==> config.mk <==
export PLATFORM = sky130hd
export DESIGN_NAME = coprocessor_task_scheduler_unit_flat
export DESIGN_NICKNAME = d
export VERILOG_FILES = /design/src/cts_pkg.sv /design/src/cts_event_if.sv /design/src/cts_action_if.sv /design/src/cts_cfg_if.sv /design/src/cts_dp.sv /design/src/cts_ctrl.sv /design/src/coprocessor_task_scheduler_unit.sv /design/src/flat_wrapper.sv
export SDC_FILE = /design/constraint.sdc
export NUM_CORES = 1
export LEC_CHECK = 0
export ABC_AREA = 1
export ABC_CLOCK_PERIOD_IN_PS = 3000
export CORE_ASPECT_RATIO = 2
export CORE_MARGIN = 5
export CORE_UTILIZATION = 48
export DETAILED_ROUTE_END_ITERATION = 8
export DONT_BUFFER_PORTS = 1
export PLACE_DENSITY = 0.61
export REMOVE_ABC_BUFFERS = 1
export SYNTH_ARGS = -nofsm -noshare
export SYNTH_HDL_FRONTEND = slang
export SYNTH_SLANG_ARGS = --single-unit
==> constraint.sdc <==
create_clock -name clk -period 3 [get_ports clk]
set_input_delay 0.15 -clock clk [delete_from_list [all_inputs] [get_ports clk]]
set_output_delay 0.15 -clock clk [all_outputs]
set_load 0.1 [all_outputs]
==> src/cts_pkg.sv <==
// Shared types and codes for the coprocessor task scheduler.
package cts_pkg;

  typedef enum logic [2:0] {
    KIND_SUBMIT    = 3'd0,
    KIND_TICK      = 3'd1,
    KIND_CP_DONE   = 3'd2,
    KIND_DISP_DONE = 3'd3,
    KIND_OTHER     = 3'd4
  } kind_t;

  typedef enum logic [1:0] {
    ACT_NOTIFY = 2'd0,
    ACT_START  = 2'd1,
    ACT_YIELD  = 2'd2
  } action_t;

  typedef enum logic [1:0] {
    TS_NEW = 2'd0,
    TS_RUN = 2'd1,
    TS_INT = 2'd2,
    TS_FIN = 2'd3
  } task_st_t;

  typedef enum logic [2:0] {
    S_IDLE,
    S_EXEC,
    S_DRAIN,
    S_SCHED,
    S_PUSH_EVT,
    S_PUSH_SCH
  } ctrl_state_t;

  localparam int OQ_DEPTH = 4;
  localparam int OQ_AW    = 2;
  localparam int OQ_CW    = 3;

  typedef struct packed {
    logic accept;
    logic exec;
    logic drain_step;
    logic drain_end;
    logic sched;
    logic push_evt;
    logic push_sch;
  } cts_cmd_t;

  typedef struct packed {
    logic is_submit;
    logic is_tick;
    logic drain_done;
    logic out_room;
  } cts_status_t;

endpackage

==> src/cts_event_if.sv <==
// Event input channel: one beat per submitted task or scheduler event.
interface cts_event_if #(parameter int ID_BITS = 8);
  logic               valid;
  logic               ready;
  logic [2:0]         kind;
  logic [ID_BITS-1:0] task_id;
  logic               task_is_audio;
  logic               yielded;

  modport source(output valid, kind, task_id, task_is_audio, yielded, input ready);
  modport sink(input valid, kind, task_id, task_is_audio, yielded, output ready);
endinterface

==> src/cts_action_if.sv <==
// Action output channel: notify, start and yield beats toward the coprocessor.
interface cts_action_if #(parameter int ID_BITS = 8);
  logic               valid;
  logic               ready;
  logic [1:0]         action;
  logic [ID_BITS-1:0] task_id_res;
  logic               resume;
  logic               clear_counters;
  logic               last;

  modport source(output valid, action, task_id_res, resume, clear_counters, last,
                 input ready);
  modport sink(input valid, action, task_id_res, resume, clear_counters, last,
               output ready);
endinterface

==> src/cts_cfg_if.sv <==
// Configuration write channel carrying the stop_tasks register.
interface cts_cfg_if;
  logic valid;
  logic ready;
  logic stop_tasks;

  modport source(output valid, stop_tasks, input ready);
  modport sink(input valid, stop_tasks, output ready);
endinterface

==> src/cts_dp.sv <==
// Scheduler datapath: pending memory, task slots, current task and action queue.
module cts_dp #(
  parameter int GFX_SLOTS     = 2,
  parameter int PENDING_DEPTH = 16,
  parameter int ID_BITS       = 8
) (
  input  logic                 clk,
  input  logic                 rst,
  input  cts_pkg::cts_cmd_t    cmd,
  output cts_pkg::cts_status_t status,
  input  logic [2:0]           in_kind,
  input  logic [ID_BITS-1:0]   in_task_id,
  input  logic                 in_task_is_audio,
  input  logic                 in_yielded,
  input  logic                 cfg_valid,
  input  logic                 cfg_stop_tasks,
  output logic                 cfg_ready,
  output logic                 out_valid,
  input  logic                 out_ready,
  output logic [1:0]           out_action,
  output logic [ID_BITS-1:0]   out_task_id,
  output logic                 out_resume,
  output logic                 out_clear_counters,
  output logic                 out_last
);
  import cts_pkg::*;

  localparam int PW = (PENDING_DEPTH > 1) ? $clog2(PENDING_DEPTH) : 1;
  localparam int CW = $clog2(PENDING_DEPTH + 1);
  localparam int GI = (GFX_SLOTS > 1) ? $clog2(GFX_SLOTS) : 1;
  localparam int WW = $clog2(GFX_SLOTS + 1);

  // latched event
  logic [2:0]         kind_q;
  logic [ID_BITS-1:0] id_q;
  logic               audio_q;
  logic               yielded_q;

  logic stop_tasks;

  // pending memory
  logic [ID_BITS:0]   pend_mem [PENDING_DEPTH];
  logic [ID_BITS:0]   rd_data;
  logic [CW-1:0]      pend_count;
  logic [CW-1:0]      rd_ptr;
  logic               rd_pend;
  logic               rd_en;
  logic               pend_full;
  logic               pend_wr;

  // drain collection
  logic               na_valid;
  logic [ID_BITS-1:0] na_id;
  logic [WW-1:0]      wi;
  logic [WW-1:0]      fi;
  logic               ent_audio;
  logic [ID_BITS-1:0] ent_id;
  logic               take_gfx;

  // slots and current task
  logic               audio_valid;
  logic [ID_BITS-1:0] audio_id;
  task_st_t           audio_st;
  logic [GFX_SLOTS-1:0] gfx_valid;
  logic [ID_BITS-1:0] gfx_id [GFX_SLOTS];
  task_st_t           gfx_st [GFX_SLOTS];
  logic               cur_valid;
  logic               cur_audio;
  logic               cur_linked;
  logic [ID_BITS-1:0] cur_id;
  task_st_t           cur_st;

  // results of one event
  logic               held_valid;
  logic [ID_BITS-1:0] held_id;
  logic               sch_valid;
  action_t            sch_action;
  logic [ID_BITS-1:0] sch_id;
  logic               sch_resume;
  logic               sch_clr;

  // action queue
  logic [1:0]         ob_action [OQ_DEPTH];
  logic [ID_BITS-1:0] ob_id     [OQ_DEPTH];
  logic               ob_resume [OQ_DEPTH];
  logic               ob_clr    [OQ_DEPTH];
  logic               ob_last   [OQ_DEPTH];
  logic [OQ_AW-1:0]   owp;
  logic [OQ_AW-1:0]   orp;
  logic [OQ_CW-1:0]   ocnt;
  logic               push;
  logic               pop;

  always_ff @(posedge clk) begin
    if (cmd.accept) begin
      kind_q    <= in_kind;
      id_q      <= in_task_id;
      audio_q   <= in_task_is_audio;
      yielded_q <= in_yielded;
    end
  end

  assign cfg_ready = !rst;

  always_ff @(posedge clk) begin
    if (rst) begin
      stop_tasks <= 1'b0;
    end else if (cfg_valid && cfg_ready) begin
      stop_tasks <= cfg_stop_tasks;
    end
  end

  assign status.is_submit  = (kind_q == KIND_SUBMIT);
  assign status.is_tick    = (kind_q == KIND_TICK);
  assign status.drain_done = (rd_ptr == pend_count) && !rd_pend;
  assign status.out_room   = (ocnt <= OQ_CW'(OQ_DEPTH - 2));

  assign pend_full = (pend_count == CW'(PENDING_DEPTH));
  assign pend_wr   = cmd.exec && status.is_submit && !pend_full;
  assign rd_en     = cmd.drain_step && (rd_ptr != pend_count);

  always_ff @(posedge clk) begin
    if (pend_wr) begin
      pend_mem[pend_count[PW-1:0]] <= {audio_q, id_q};
    end
    if (rd_en) begin
      rd_data <= pend_mem[rd_ptr[PW-1:0]];
    end
  end

  always_ff @(posedge clk) begin
    if (rst) begin
      pend_count <= '0;
      rd_ptr     <= '0;
      rd_pend    <= 1'b0;
    end else begin
      if (pend_wr) begin
        pend_count <= pend_count + CW'(1);
      end else if (cmd.drain_end) begin
        pend_count <= '0;
      end
      if (cmd.exec) begin
        rd_ptr  <= '0;
        rd_pend <= 1'b0;
      end else if (cmd.drain_step) begin
        rd_pend <= rd_en;
        if (rd_en) begin
          rd_ptr <= rd_ptr + CW'(1);
        end
      end
    end
  end

  // lowest free graphics slot
  always_comb begin
    fi = WW'(GFX_SLOTS);
    for (int j = GFX_SLOTS - 1; j >= 0; j--) begin
      if (!gfx_valid[j]) begin
        fi = WW'(j);
      end
    end
  end

  assign ent_audio = rd_data[ID_BITS];
  assign ent_id    = rd_data[ID_BITS-1:0];
  assign take_gfx  = rd_pend && !ent_audio && (wi < WW'(GFX_SLOTS));

  always_ff @(posedge clk) begin
    if (rst) begin
      audio_valid <= 1'b0;
      gfx_valid   <= '0;
      cur_valid   <= 1'b0;
      cur_linked  <= 1'b0;
      held_valid  <= 1'b0;
      sch_valid   <= 1'b0;
      na_valid    <= 1'b0;
      wi          <= '0;
    end else begin
      if (cmd.exec) begin
        held_valid <= 1'b0;
        case (kind_q)
          KIND_TICK: begin
            na_valid <= 1'b0;
            wi       <= fi;
            // slots from the first free one are refilled by this drain
            for (int j = 0; j < GFX_SLOTS; j++) begin
              if (WW'(j) >= fi) begin
                gfx_valid[j] <= 1'b0;
                gfx_id[j]    <= '0;
                gfx_st[j]    <= TS_NEW;
              end
            end
          end
          KIND_CP_DONE: begin
            if (cur_valid) begin
              cur_valid  <= 1'b0;
              cur_linked <= 1'b0;
              if (cur_st == TS_INT) begin
                if (!yielded_q) begin
                  cur_st <= TS_FIN;
                  if (cur_linked && !cur_audio) begin
                    gfx_st[0] <= TS_FIN;
                  end
                end
              end else begin
                cur_st <= TS_FIN;
                if (cur_linked && !cur_audio) begin
                  gfx_st[0] <= TS_FIN;
                end
                if (cur_audio) begin
                  held_valid  <= 1'b1;
                  held_id     <= cur_id;
                  audio_valid <= 1'b0;
                  audio_st    <= TS_NEW;
                end
              end
            end
          end
          KIND_DISP_DONE: begin
            if (gfx_valid[0]) begin
              held_valid <= 1'b1;
              held_id    <= gfx_id[0];
            end
            for (int j = 0; j < GFX_SLOTS - 1; j++) begin
              gfx_valid[j] <= gfx_valid[j+1];
              gfx_id[j]    <= gfx_id[j+1];
              gfx_st[j]    <= gfx_st[j+1];
            end
            gfx_valid[GFX_SLOTS-1] <= 1'b0;
            gfx_id[GFX_SLOTS-1]    <= '0;
            gfx_st[GFX_SLOTS-1]    <= TS_NEW;
            cur_linked             <= 1'b0;
          end
          default: ;
        endcase
      end

      if (rd_pend) begin
        if (ent_audio && !na_valid) begin
          na_valid <= 1'b1;
          na_id    <= ent_id;
        end
        if (take_gfx) begin
          gfx_valid[wi[GI-1:0]] <= 1'b1;
          gfx_id[wi[GI-1:0]]    <= ent_id;
          gfx_st[wi[GI-1:0]]    <= TS_NEW;
          wi                    <= wi + WW'(1);
        end
      end

      if (cmd.drain_end && !audio_valid) begin
        audio_valid <= na_valid;
        audio_id    <= na_valid ? na_id : '0;
        audio_st    <= TS_NEW;
      end

      if (cmd.sched) begin
        sch_valid <= 1'b0;
        if (!stop_tasks) begin
          if (audio_valid) begin
            if (cur_valid) begin
              if (!cur_audio) begin
                cur_st <= TS_INT;
                if (cur_linked) begin
                  gfx_st[0] <= TS_INT;
                end
                sch_valid  <= 1'b1;
                sch_action <= ACT_YIELD;
                sch_id     <= cur_id;
                sch_resume <= 1'b0;
                sch_clr    <= 1'b0;
              end
            end else begin
              cur_valid  <= 1'b1;
              cur_audio  <= 1'b1;
              cur_linked <= 1'b0;
              cur_id     <= audio_id;
              cur_st     <= TS_RUN;
              audio_st   <= TS_RUN;
              sch_valid  <= 1'b1;
              sch_action <= ACT_START;
              sch_id     <= audio_id;
              sch_resume <= (audio_st == TS_INT);
              sch_clr    <= 1'b0;
            end
          end else if (!cur_valid && gfx_valid[0] && gfx_st[0] != TS_FIN) begin
            cur_valid  <= 1'b1;
            cur_audio  <= 1'b0;
            cur_linked <= 1'b1;
            cur_id     <= gfx_id[0];
            cur_st     <= TS_RUN;
            gfx_st[0]  <= TS_RUN;
            sch_valid  <= 1'b1;
            sch_action <= ACT_START;
            sch_id     <= gfx_id[0];
            sch_resume <= (gfx_st[0] == TS_INT);
            sch_clr    <= 1'b1;
          end
        end
      end
    end
  end

  assign push = (cmd.push_evt && held_valid) || (cmd.push_sch && sch_valid);
  assign pop  = out_valid && out_ready;

  always_ff @(posedge clk) begin
    if (push) begin
      if (cmd.push_evt) begin
        ob_action[owp] <= ACT_NOTIFY;
        ob_id[owp]     <= held_id;
        ob_resume[owp] <= 1'b0;
        ob_clr[owp]    <= 1'b0;
        ob_last[owp]   <= !sch_valid;
      end else begin
        ob_action[owp] <= sch_action;
        ob_id[owp]     <= sch_id;
        ob_resume[owp] <= sch_resume;
        ob_clr[owp]    <= sch_clr;
        ob_last[owp]   <= 1'b1;
      end
    end
  end

  always_ff @(posedge clk) begin
    if (rst) begin
      owp  <= '0;
      orp  <= '0;
      ocnt <= '0;
    end else begin
      if (push) begin
        owp <= owp + OQ_AW'(1);
      end
      if (pop) begin
        orp <= orp + OQ_AW'(1);
      end
      case ({push, pop})
        2'b10:   ocnt <= ocnt + OQ_CW'(1);
        2'b01:   ocnt <= ocnt - OQ_CW'(1);
        default: ocnt <= ocnt;
      endcase
    end
  end

  assign out_valid          = (ocnt != '0);
  assign out_action         = ob_action[orp];
  assign out_task_id        = ob_id[orp];
  assign out_resume         = ob_resume[orp];
  assign out_clear_counters = ob_clr[orp];
  assign out_last           = ob_last[orp];

endmodule

==> src/cts_ctrl.sv <==
// Scheduler controller: sequences event, drain, schedule and action beats.
module cts_ctrl (
  input  logic                 clk,
  input  logic                 rst,
  input  logic                 in_valid,
  output logic                 in_ready,
  input  cts_pkg::cts_status_t status,
  output cts_pkg::cts_cmd_t    cmd
);
  import cts_pkg::*;

  ctrl_state_t state;
  ctrl_state_t state_next;

  always_ff @(posedge clk) begin
    if (rst) begin
      state <= S_IDLE;
    end else begin
      state <= state_next;
    end
  end

  always_comb begin
    state_next = state;
    case (state)
      S_IDLE: begin
        if (in_valid && status.out_room) begin
          state_next = S_EXEC;
        end
      end
      S_EXEC: begin
        if (status.is_submit) begin
          state_next = S_IDLE;
        end else if (status.is_tick) begin
          state_next = S_DRAIN;
        end else begin
          state_next = S_SCHED;
        end
      end
      S_DRAIN: begin
        if (status.drain_done) begin
          state_next = S_SCHED;
        end
      end
      S_SCHED:    state_next = S_PUSH_EVT;
      S_PUSH_EVT: state_next = S_PUSH_SCH;
      S_PUSH_SCH: state_next = S_IDLE;
      default:    state_next = S_IDLE;
    endcase
  end

  always_comb begin
    in_ready = 1'b0;
    cmd      = '0;
    case (state)
      S_IDLE: begin
        // hold off while the action queue lacks room for two beats
        in_ready   = status.out_room && !rst;
        cmd.accept = in_valid && status.out_room && !rst;
      end
      S_EXEC:  cmd.exec = 1'b1;
      S_DRAIN: begin
        cmd.drain_step = !status.drain_done;
        cmd.drain_end  = status.drain_done;
      end
      S_SCHED:    cmd.sched    = 1'b1;
      S_PUSH_EVT: cmd.push_evt = 1'b1;
      S_PUSH_SCH: cmd.push_sch = 1'b1;
      default: ;
    endcase
  end

endmodule

==> src/coprocessor_task_scheduler_unit.sv <==
// Top level of the coprocessor task scheduler.
// Takes one event beat at a time. A submit is written to the pending memory; coprocessor
// done, display done and other events go straight to scheduling; a frame tick first
// drains the pending memory through its single read port, one entry per cycle, before
// scheduling. Each event yields up to two action beats, which wait in a four-entry
// action queue; a new event is taken only while that queue has room for two beats.
// Write the stop_tasks register only while no event is in flight; it applies from the
// next event taken.
module coprocessor_task_scheduler_unit #(
  parameter int GFX_SLOTS     = 2,
  parameter int PENDING_DEPTH = 16,
  parameter int ID_BITS       = 8
) (
  input logic        clk,
  input logic        rst,
  cts_event_if.sink  events,
  cts_action_if.source actions,
  cts_cfg_if.sink    cfg
);
  import cts_pkg::*;

  cts_cmd_t    cmd;
  cts_status_t status;

  cts_ctrl u_ctrl (
    .clk      (clk),
    .rst      (rst),
    .in_valid (events.valid),
    .in_ready (events.ready),
    .status   (status),
    .cmd      (cmd)
  );

  cts_dp #(
    .GFX_SLOTS     (GFX_SLOTS),
    .PENDING_DEPTH (PENDING_DEPTH),
    .ID_BITS       (ID_BITS)
  ) u_dp (
    .clk                (clk),
    .rst                (rst),
    .cmd                (cmd),
    .status             (status),
    .in_kind            (events.kind),
    .in_task_id         (events.task_id),
    .in_task_is_audio   (events.task_is_audio),
    .in_yielded         (events.yielded),
    .cfg_valid          (cfg.valid),
    .cfg_stop_tasks     (cfg.stop_tasks),
    .cfg_ready          (cfg.ready),
    .out_valid          (actions.valid),
    .out_ready          (actions.ready),
    .out_action         (actions.action),
    .out_task_id        (actions.task_id_res),
    .out_resume         (actions.resume),
    .out_clear_counters (actions.clear_counters),
    .out_last           (actions.last)
  );

endmodule
==> src/flat_wrapper.sv <==
// flat-port wrapper written by rule: the top's interface ports become plain ports
module coprocessor_task_scheduler_unit_flat import cts_pkg::*;
#(
  parameter int GFX_SLOTS     = 2,
  parameter int PENDING_DEPTH = 16,
  parameter int ID_BITS       = 8
)
  (clk, rst, events_valid, events_kind, events_task_id, events_task_is_audio, events_yielded, events_ready, actions_valid, actions_action, actions_task_id_res, actions_resume, actions_clear_counters, actions_last, actions_ready, cfg_valid, cfg_stop_tasks, cfg_ready);
  cts_event_if #(.ID_BITS(ID_BITS)) events_i ();
  cts_action_if #(.ID_BITS(ID_BITS)) actions_i ();
  cts_cfg_if cfg_i ();
  input logic clk;
  input logic rst;
  input wire logic [$bits(events_i.valid)-1:0] events_valid;
  input wire logic [$bits(events_i.kind)-1:0] events_kind;
  input wire logic [$bits(events_i.task_id)-1:0] events_task_id;
  input wire logic [$bits(events_i.task_is_audio)-1:0] events_task_is_audio;
  input wire logic [$bits(events_i.yielded)-1:0] events_yielded;
  output wire logic [$bits(events_i.ready)-1:0] events_ready;
  output wire logic [$bits(actions_i.valid)-1:0] actions_valid;
  output wire logic [$bits(actions_i.action)-1:0] actions_action;
  output wire logic [$bits(actions_i.task_id_res)-1:0] actions_task_id_res;
  output wire logic [$bits(actions_i.resume)-1:0] actions_resume;
  output wire logic [$bits(actions_i.clear_counters)-1:0] actions_clear_counters;
  output wire logic [$bits(actions_i.last)-1:0] actions_last;
  input wire logic [$bits(actions_i.ready)-1:0] actions_ready;
  input wire logic [$bits(cfg_i.valid)-1:0] cfg_valid;
  input wire logic [$bits(cfg_i.stop_tasks)-1:0] cfg_stop_tasks;
  output wire logic [$bits(cfg_i.ready)-1:0] cfg_ready;
  assign events_i.valid = events_valid;
  assign events_i.kind = events_kind;
  assign events_i.task_id = events_task_id;
  assign events_i.task_is_audio = events_task_is_audio;
  assign events_i.yielded = events_yielded;
  assign events_ready = events_i.ready;
  assign actions_valid = actions_i.valid;
  assign actions_action = actions_i.action;
  assign actions_task_id_res = actions_i.task_id_res;
  assign actions_resume = actions_i.resume;
  assign actions_clear_counters = actions_i.clear_counters;
  assign actions_last = actions_i.last;
  assign actions_i.ready = actions_ready;
  assign cfg_i.valid = cfg_valid;
  assign cfg_i.stop_tasks = cfg_stop_tasks;
  assign cfg_ready = cfg_i.ready;
  coprocessor_task_scheduler_unit #(.GFX_SLOTS(GFX_SLOTS), .PENDING_DEPTH(PENDING_DEPTH), .ID_BITS(ID_BITS)) u_core (.clk(clk), .rst(rst), .events(events_i), .actions(actions_i), .cfg(cfg_i));
endmodule
==> impl_metrics.env <==
export IMPL_async_flop_share_pct=0
export IMPL_finClkSkew_ns=0.03039
export IMPL_worstPathArrival_ns=2.36
export IMPL_yosys_area_share_simple_pct=11.21
export IMPL_status="completed"
export IMPL_drc=0
export IMPL_postRouteAntennaNets=0
export IMPL_synth_ff_type="edfxtp_1"
export IMPL_fin_crit_ns=2.508
export IMPL_wire_per_inst_um=19.55
export IMPL_core_mm2=0.02680
export IMPL_pin_count=35
export IMPL_synth_cell_type_count=40
export IMPL_tightest_slew_ns=1.186
export IMPL_clock_sinks=319
export IMPL_holdWs_ns=0.1796
export IMPL_hold_path_class="input port to flip-flop"
export IMPL_synth_top_area_share_pct=66.16
export IMPL_dp_cells=1426
export IMPL_synth_mux_area_share_pct=0.7834
export IMPL_slew_headroom_pct=19.69
export IMPL_drive_gt1_share_pct=11.18
export IMPL_cts_tree="yes"
export IMPL_nets=1155
export IMPL_synthXorXnorAreaFrac_pct=0.2031
export IMPL_max_freq_mhz=398.7
export IMPL_hpwl_mm=21.03
export IMPL_synth_compound_area_share_pct=10.77
export IMPL_finalHoldViolCount=0
export IMPL_syn_area_mm2=0.01294
export IMPL_cp_end_kind="output port"
export IMPL_cpMaxStageDelayCell="inv_1"
export IMPL_setup_viol=0
export IMPL_start_util_pct=48.27
export IMPL_path_cells="buf_4, inv_1, o21ai_0, o22ai_2, buf_4"
export IMPL_first_global_vias=8299
export IMPL_rsz0062_at_grt="false"
export IMPL_synth_edff_count=285
export IMPL_antenna_cells=0
export IMPL_grt_overflow_total=0
export IMPL_critPathTopFamily="buffers and inverters"
export IMPL_vias=8075
export IMPL_maxCapViolations=0
export IMPL_h_tree_depth=1
export IMPL_fin_total_pwr_mw=8.669
export IMPL_io_buffer_count=0
export IMPL_ir_worst_vdd_mv=0.5648
export IMPL_clk_pin_slew_ns=0.07
export IMPL_timing_worst_setup_path_type="flip-flop to output port"
export IMPL_dieArea_mm2=0.03053
export IMPL_multi_input_area_mm2=0.003208
export IMPL_antenna_found_initial=0
export IMPL_num_rows=85
export IMPL_ys_seq_area_share_pct=71.42
export IMPL_clockRootBuffer="clkbuf_16"
export IMPL_cts_setup_buffers=0
export IMPL_slowest_delay_ns=0.58
export IMPL_p_leak_nw=5.118
export IMPL_worstPathMaxFanout=27
export IMPL_worst_path_buf_inv=3
export IMPL_power_density_mw_per_mm2=593.8
export IMPL_place_congestion=0.8845
export IMPL_areaGrowthSynthToFinish_pct=12.86
export IMPL_required_ns=2.85
export IMPL_cp_start_kind="flip-flop"
export IMPL_synth_top_family_by_area="simple AND/OR/NAND/NOR gates"
export IMPL_grt_usage_pct=18.94
export IMPL_drt_iter0_drc=416
export IMPL_cpMostUsedCell="buf_4"
export IMPL_post_route_util_pct=54.48
export IMPL_wirelength_mm=29.19
export IMPL_avgViaCountPerCell=5.409
export IMPL_avgSynthCellArea_um2=11.96
export IMPL_worst_skew_pair_late_latency_ns=0.56
export IMPL_die_x_um=126.1
export IMPL_clockBufferDepth=3
export IMPL_yosys_warnings=0
export IMPL_cts_hold_fix_buffers=18
export IMPL_synth_area_top_cells="edfxtp_1 66%, o21ai_0 5.3%, dfxtp_1 5.3%"
export IMPL_seq_area_mm2=0.009240
export IMPL_dr_pass1_iters=4
export IMPL_synth_adder_area_share_pct=1.122
export IMPL_ctsResizeCount=0
export IMPL_finalNonFillerCells=1493
export IMPL_slew_viol_final=0
export IMPL_grt_max_degree=58
export IMPL_die_h_um=242.2
export IMPL_synthCells=1082
export IMPL_post_route_period_util_pct=83.61
export IMPL_fill_cells=2335
export IMPL_ys_ff_latch=319
export IMPL_yosysTopAreaCell="edfxtp_1"
export IMPL_cts_inserted_buffers=27
export IMPL_grt_pass1_wl_mm=44.69
## synth_stat cells, types with 4 or more instances
| cell type | count |
|---|---|
| edfxtp_1 | 285 |
| nor2_1 | 163 |
| o21ai_0 | 137 |
| nand2_1 | 109 |
| inv_1 | 99 |
| nand3_1 | 42 |
| clkbuf_1 | 37 |
| o22ai_1 | 36 |
| a21oi_1 | 34 |
| dfxtp_1 | 34 |
| o221ai_1 | 17 |
| ha_1 | 10 |
| o211ai_1 | 10 |
| mux2_2 | 9 |
| buf_2 | 8 |
| nor3_1 | 8 |
| nand4_1 | 7 |
| inv_2 | 4 |
## flip-flops by register name, indices dropped and copies added (netlist names), 3 cells and up, named ones only
| name | count |
|---|---|
| u_core.u_dp.ob_id | 32 |
| u_core.u_dp.ob_clr | 4 |
| u_core.u_ctrl.state | 3 |
| u_core.u_dp.ob_action | 8 |
| u_core.u_dp.audio_id | 8 |
| u_core.u_dp.sch_id | 8 |
| u_core.u_dp.held_id | 8 |
| u_core.u_dp.ob_resume | 4 |
| u_core.u_dp.rd_data | 9 |
| u_core.u_dp.ocnt | 3 |
| u_core.u_dp.id_q | 8 |
| u_core.u_dp.ob_last | 4 |
| u_core.u_dp.gfx_id | 16 |
| u_core.u_dp.pend_mem | 144 |
| u_core.u_dp.pend_count | 5 |
| u_core.u_dp.kind_q | 3 |
| u_core.u_dp.cur_id | 8 |
| u_core.u_dp.rd_ptr | 5 |
| u_core.u_dp.na_id | 8 |
## report_power, final
group | switching [mW] | total [mW] | internal [mW] | leakage, nW
combinational | 0.291 | 0.432 | 0.141 | 1.90
clock | 1.54 | 3.21 | 1.66 | 0.393
sequential | 0.113 | 5.03 | 4.92 | 2.82
## worst reg2reg max path: cells and delay by family, from the launching register on
| family | cells | cell delay [ns] |
|---|---|---|
| AND/OR/NAND/NOR | 6 | 1.24 |
| buffers and inverters | 2 | 0.16 |
| adder cells (fa/ha/maj) | 1 | 0.24 |
| flip-flops | 1 | 0.40 |
## through the flow
step / setup TNS (ns) / instance area (um^2) / setup WS [ns]
after detailed placement: 0 / 13620 / 0.5820
after CTS: 0 / 14600 / 0.4122
after global routing: 0 / 14600 / 0.3038
final: 0 / 14600 / 0.4919
after floorplan: -17.41 / 12740 / -0.8106
after global placement: 0 / 13620 / 0.6254
## final timing paths
check / from / to / slack (ns) / cells past startpoint
max: flip-flop / actions_task_id_res[2] / 0.49 / 5
min: rst / u_core.u_dp.gfx_valid[0] / 0.18 / 3
max reg2reg: u_core.u_dp.pend_count[0] / u_core.u_dp.pend_mem[5][7] / 0.57 / 9
min reg2reg: u_core.u_dp.rd_data[4] / u_core.u_dp.na_id[4] / 0.46 / 0
## placed cells by master (no fill, tap or decap), types with 3 or more instances in the layout
cell	n
o221ai_1	17
o22ai_2	13
dlygate4sd3_1	18
o21ai_0	137
o22ai_1	23
inv_1	97
dfxtp_1	33
buf_4	43
nand3_1	42
clkbuf_1	4
nand4_1	7
nor3_1	7
nor3_2	4
nor2_1	163
nand2_2	3
xor2_1	3
edfxtp_1	285
ha_1	10
clkbuf_16	27
inv_2	6
clkinv_2	8
nand2_1	109
a21oi_1	34
mux2_2	9
o211ai_1	10
clkinv_1	6
## layer usage
metal  up-vias  global-route usage (%)  routed length (um)  part of all wire [%]
met5         -                       0                   0                     0
met4         0                   11.40                1828                   6.3
met3        81                   2.251                 881                   3.0
met2       185                   38.47               17160                    59
met1      3877                   16.94                9327                    32
li1       3932                       -                   -                     -
## cell type report
class                      count  area share [%]
clock buffer                  31           4.730
clock inverter                18          0.7199
inverter                     104           2.674
multi-input combinational    611           21.97
sequential                   319           63.29
tap                          348           2.982
timing repair buffer          62           3.634
## logic make-up (layout without fill, tap and decap cells)
family / count (synthesis) / after routing
simple gates: 343 / 343
flops: 319 / 319
compound gates: 245 / 245
buf+inv: 152 / 215
fa+ha+maj: 11 / 11
mux: 9 / 9
xor+xnor: 3 / 3
No activity file was read; power rests on OpenSTA's default activity.
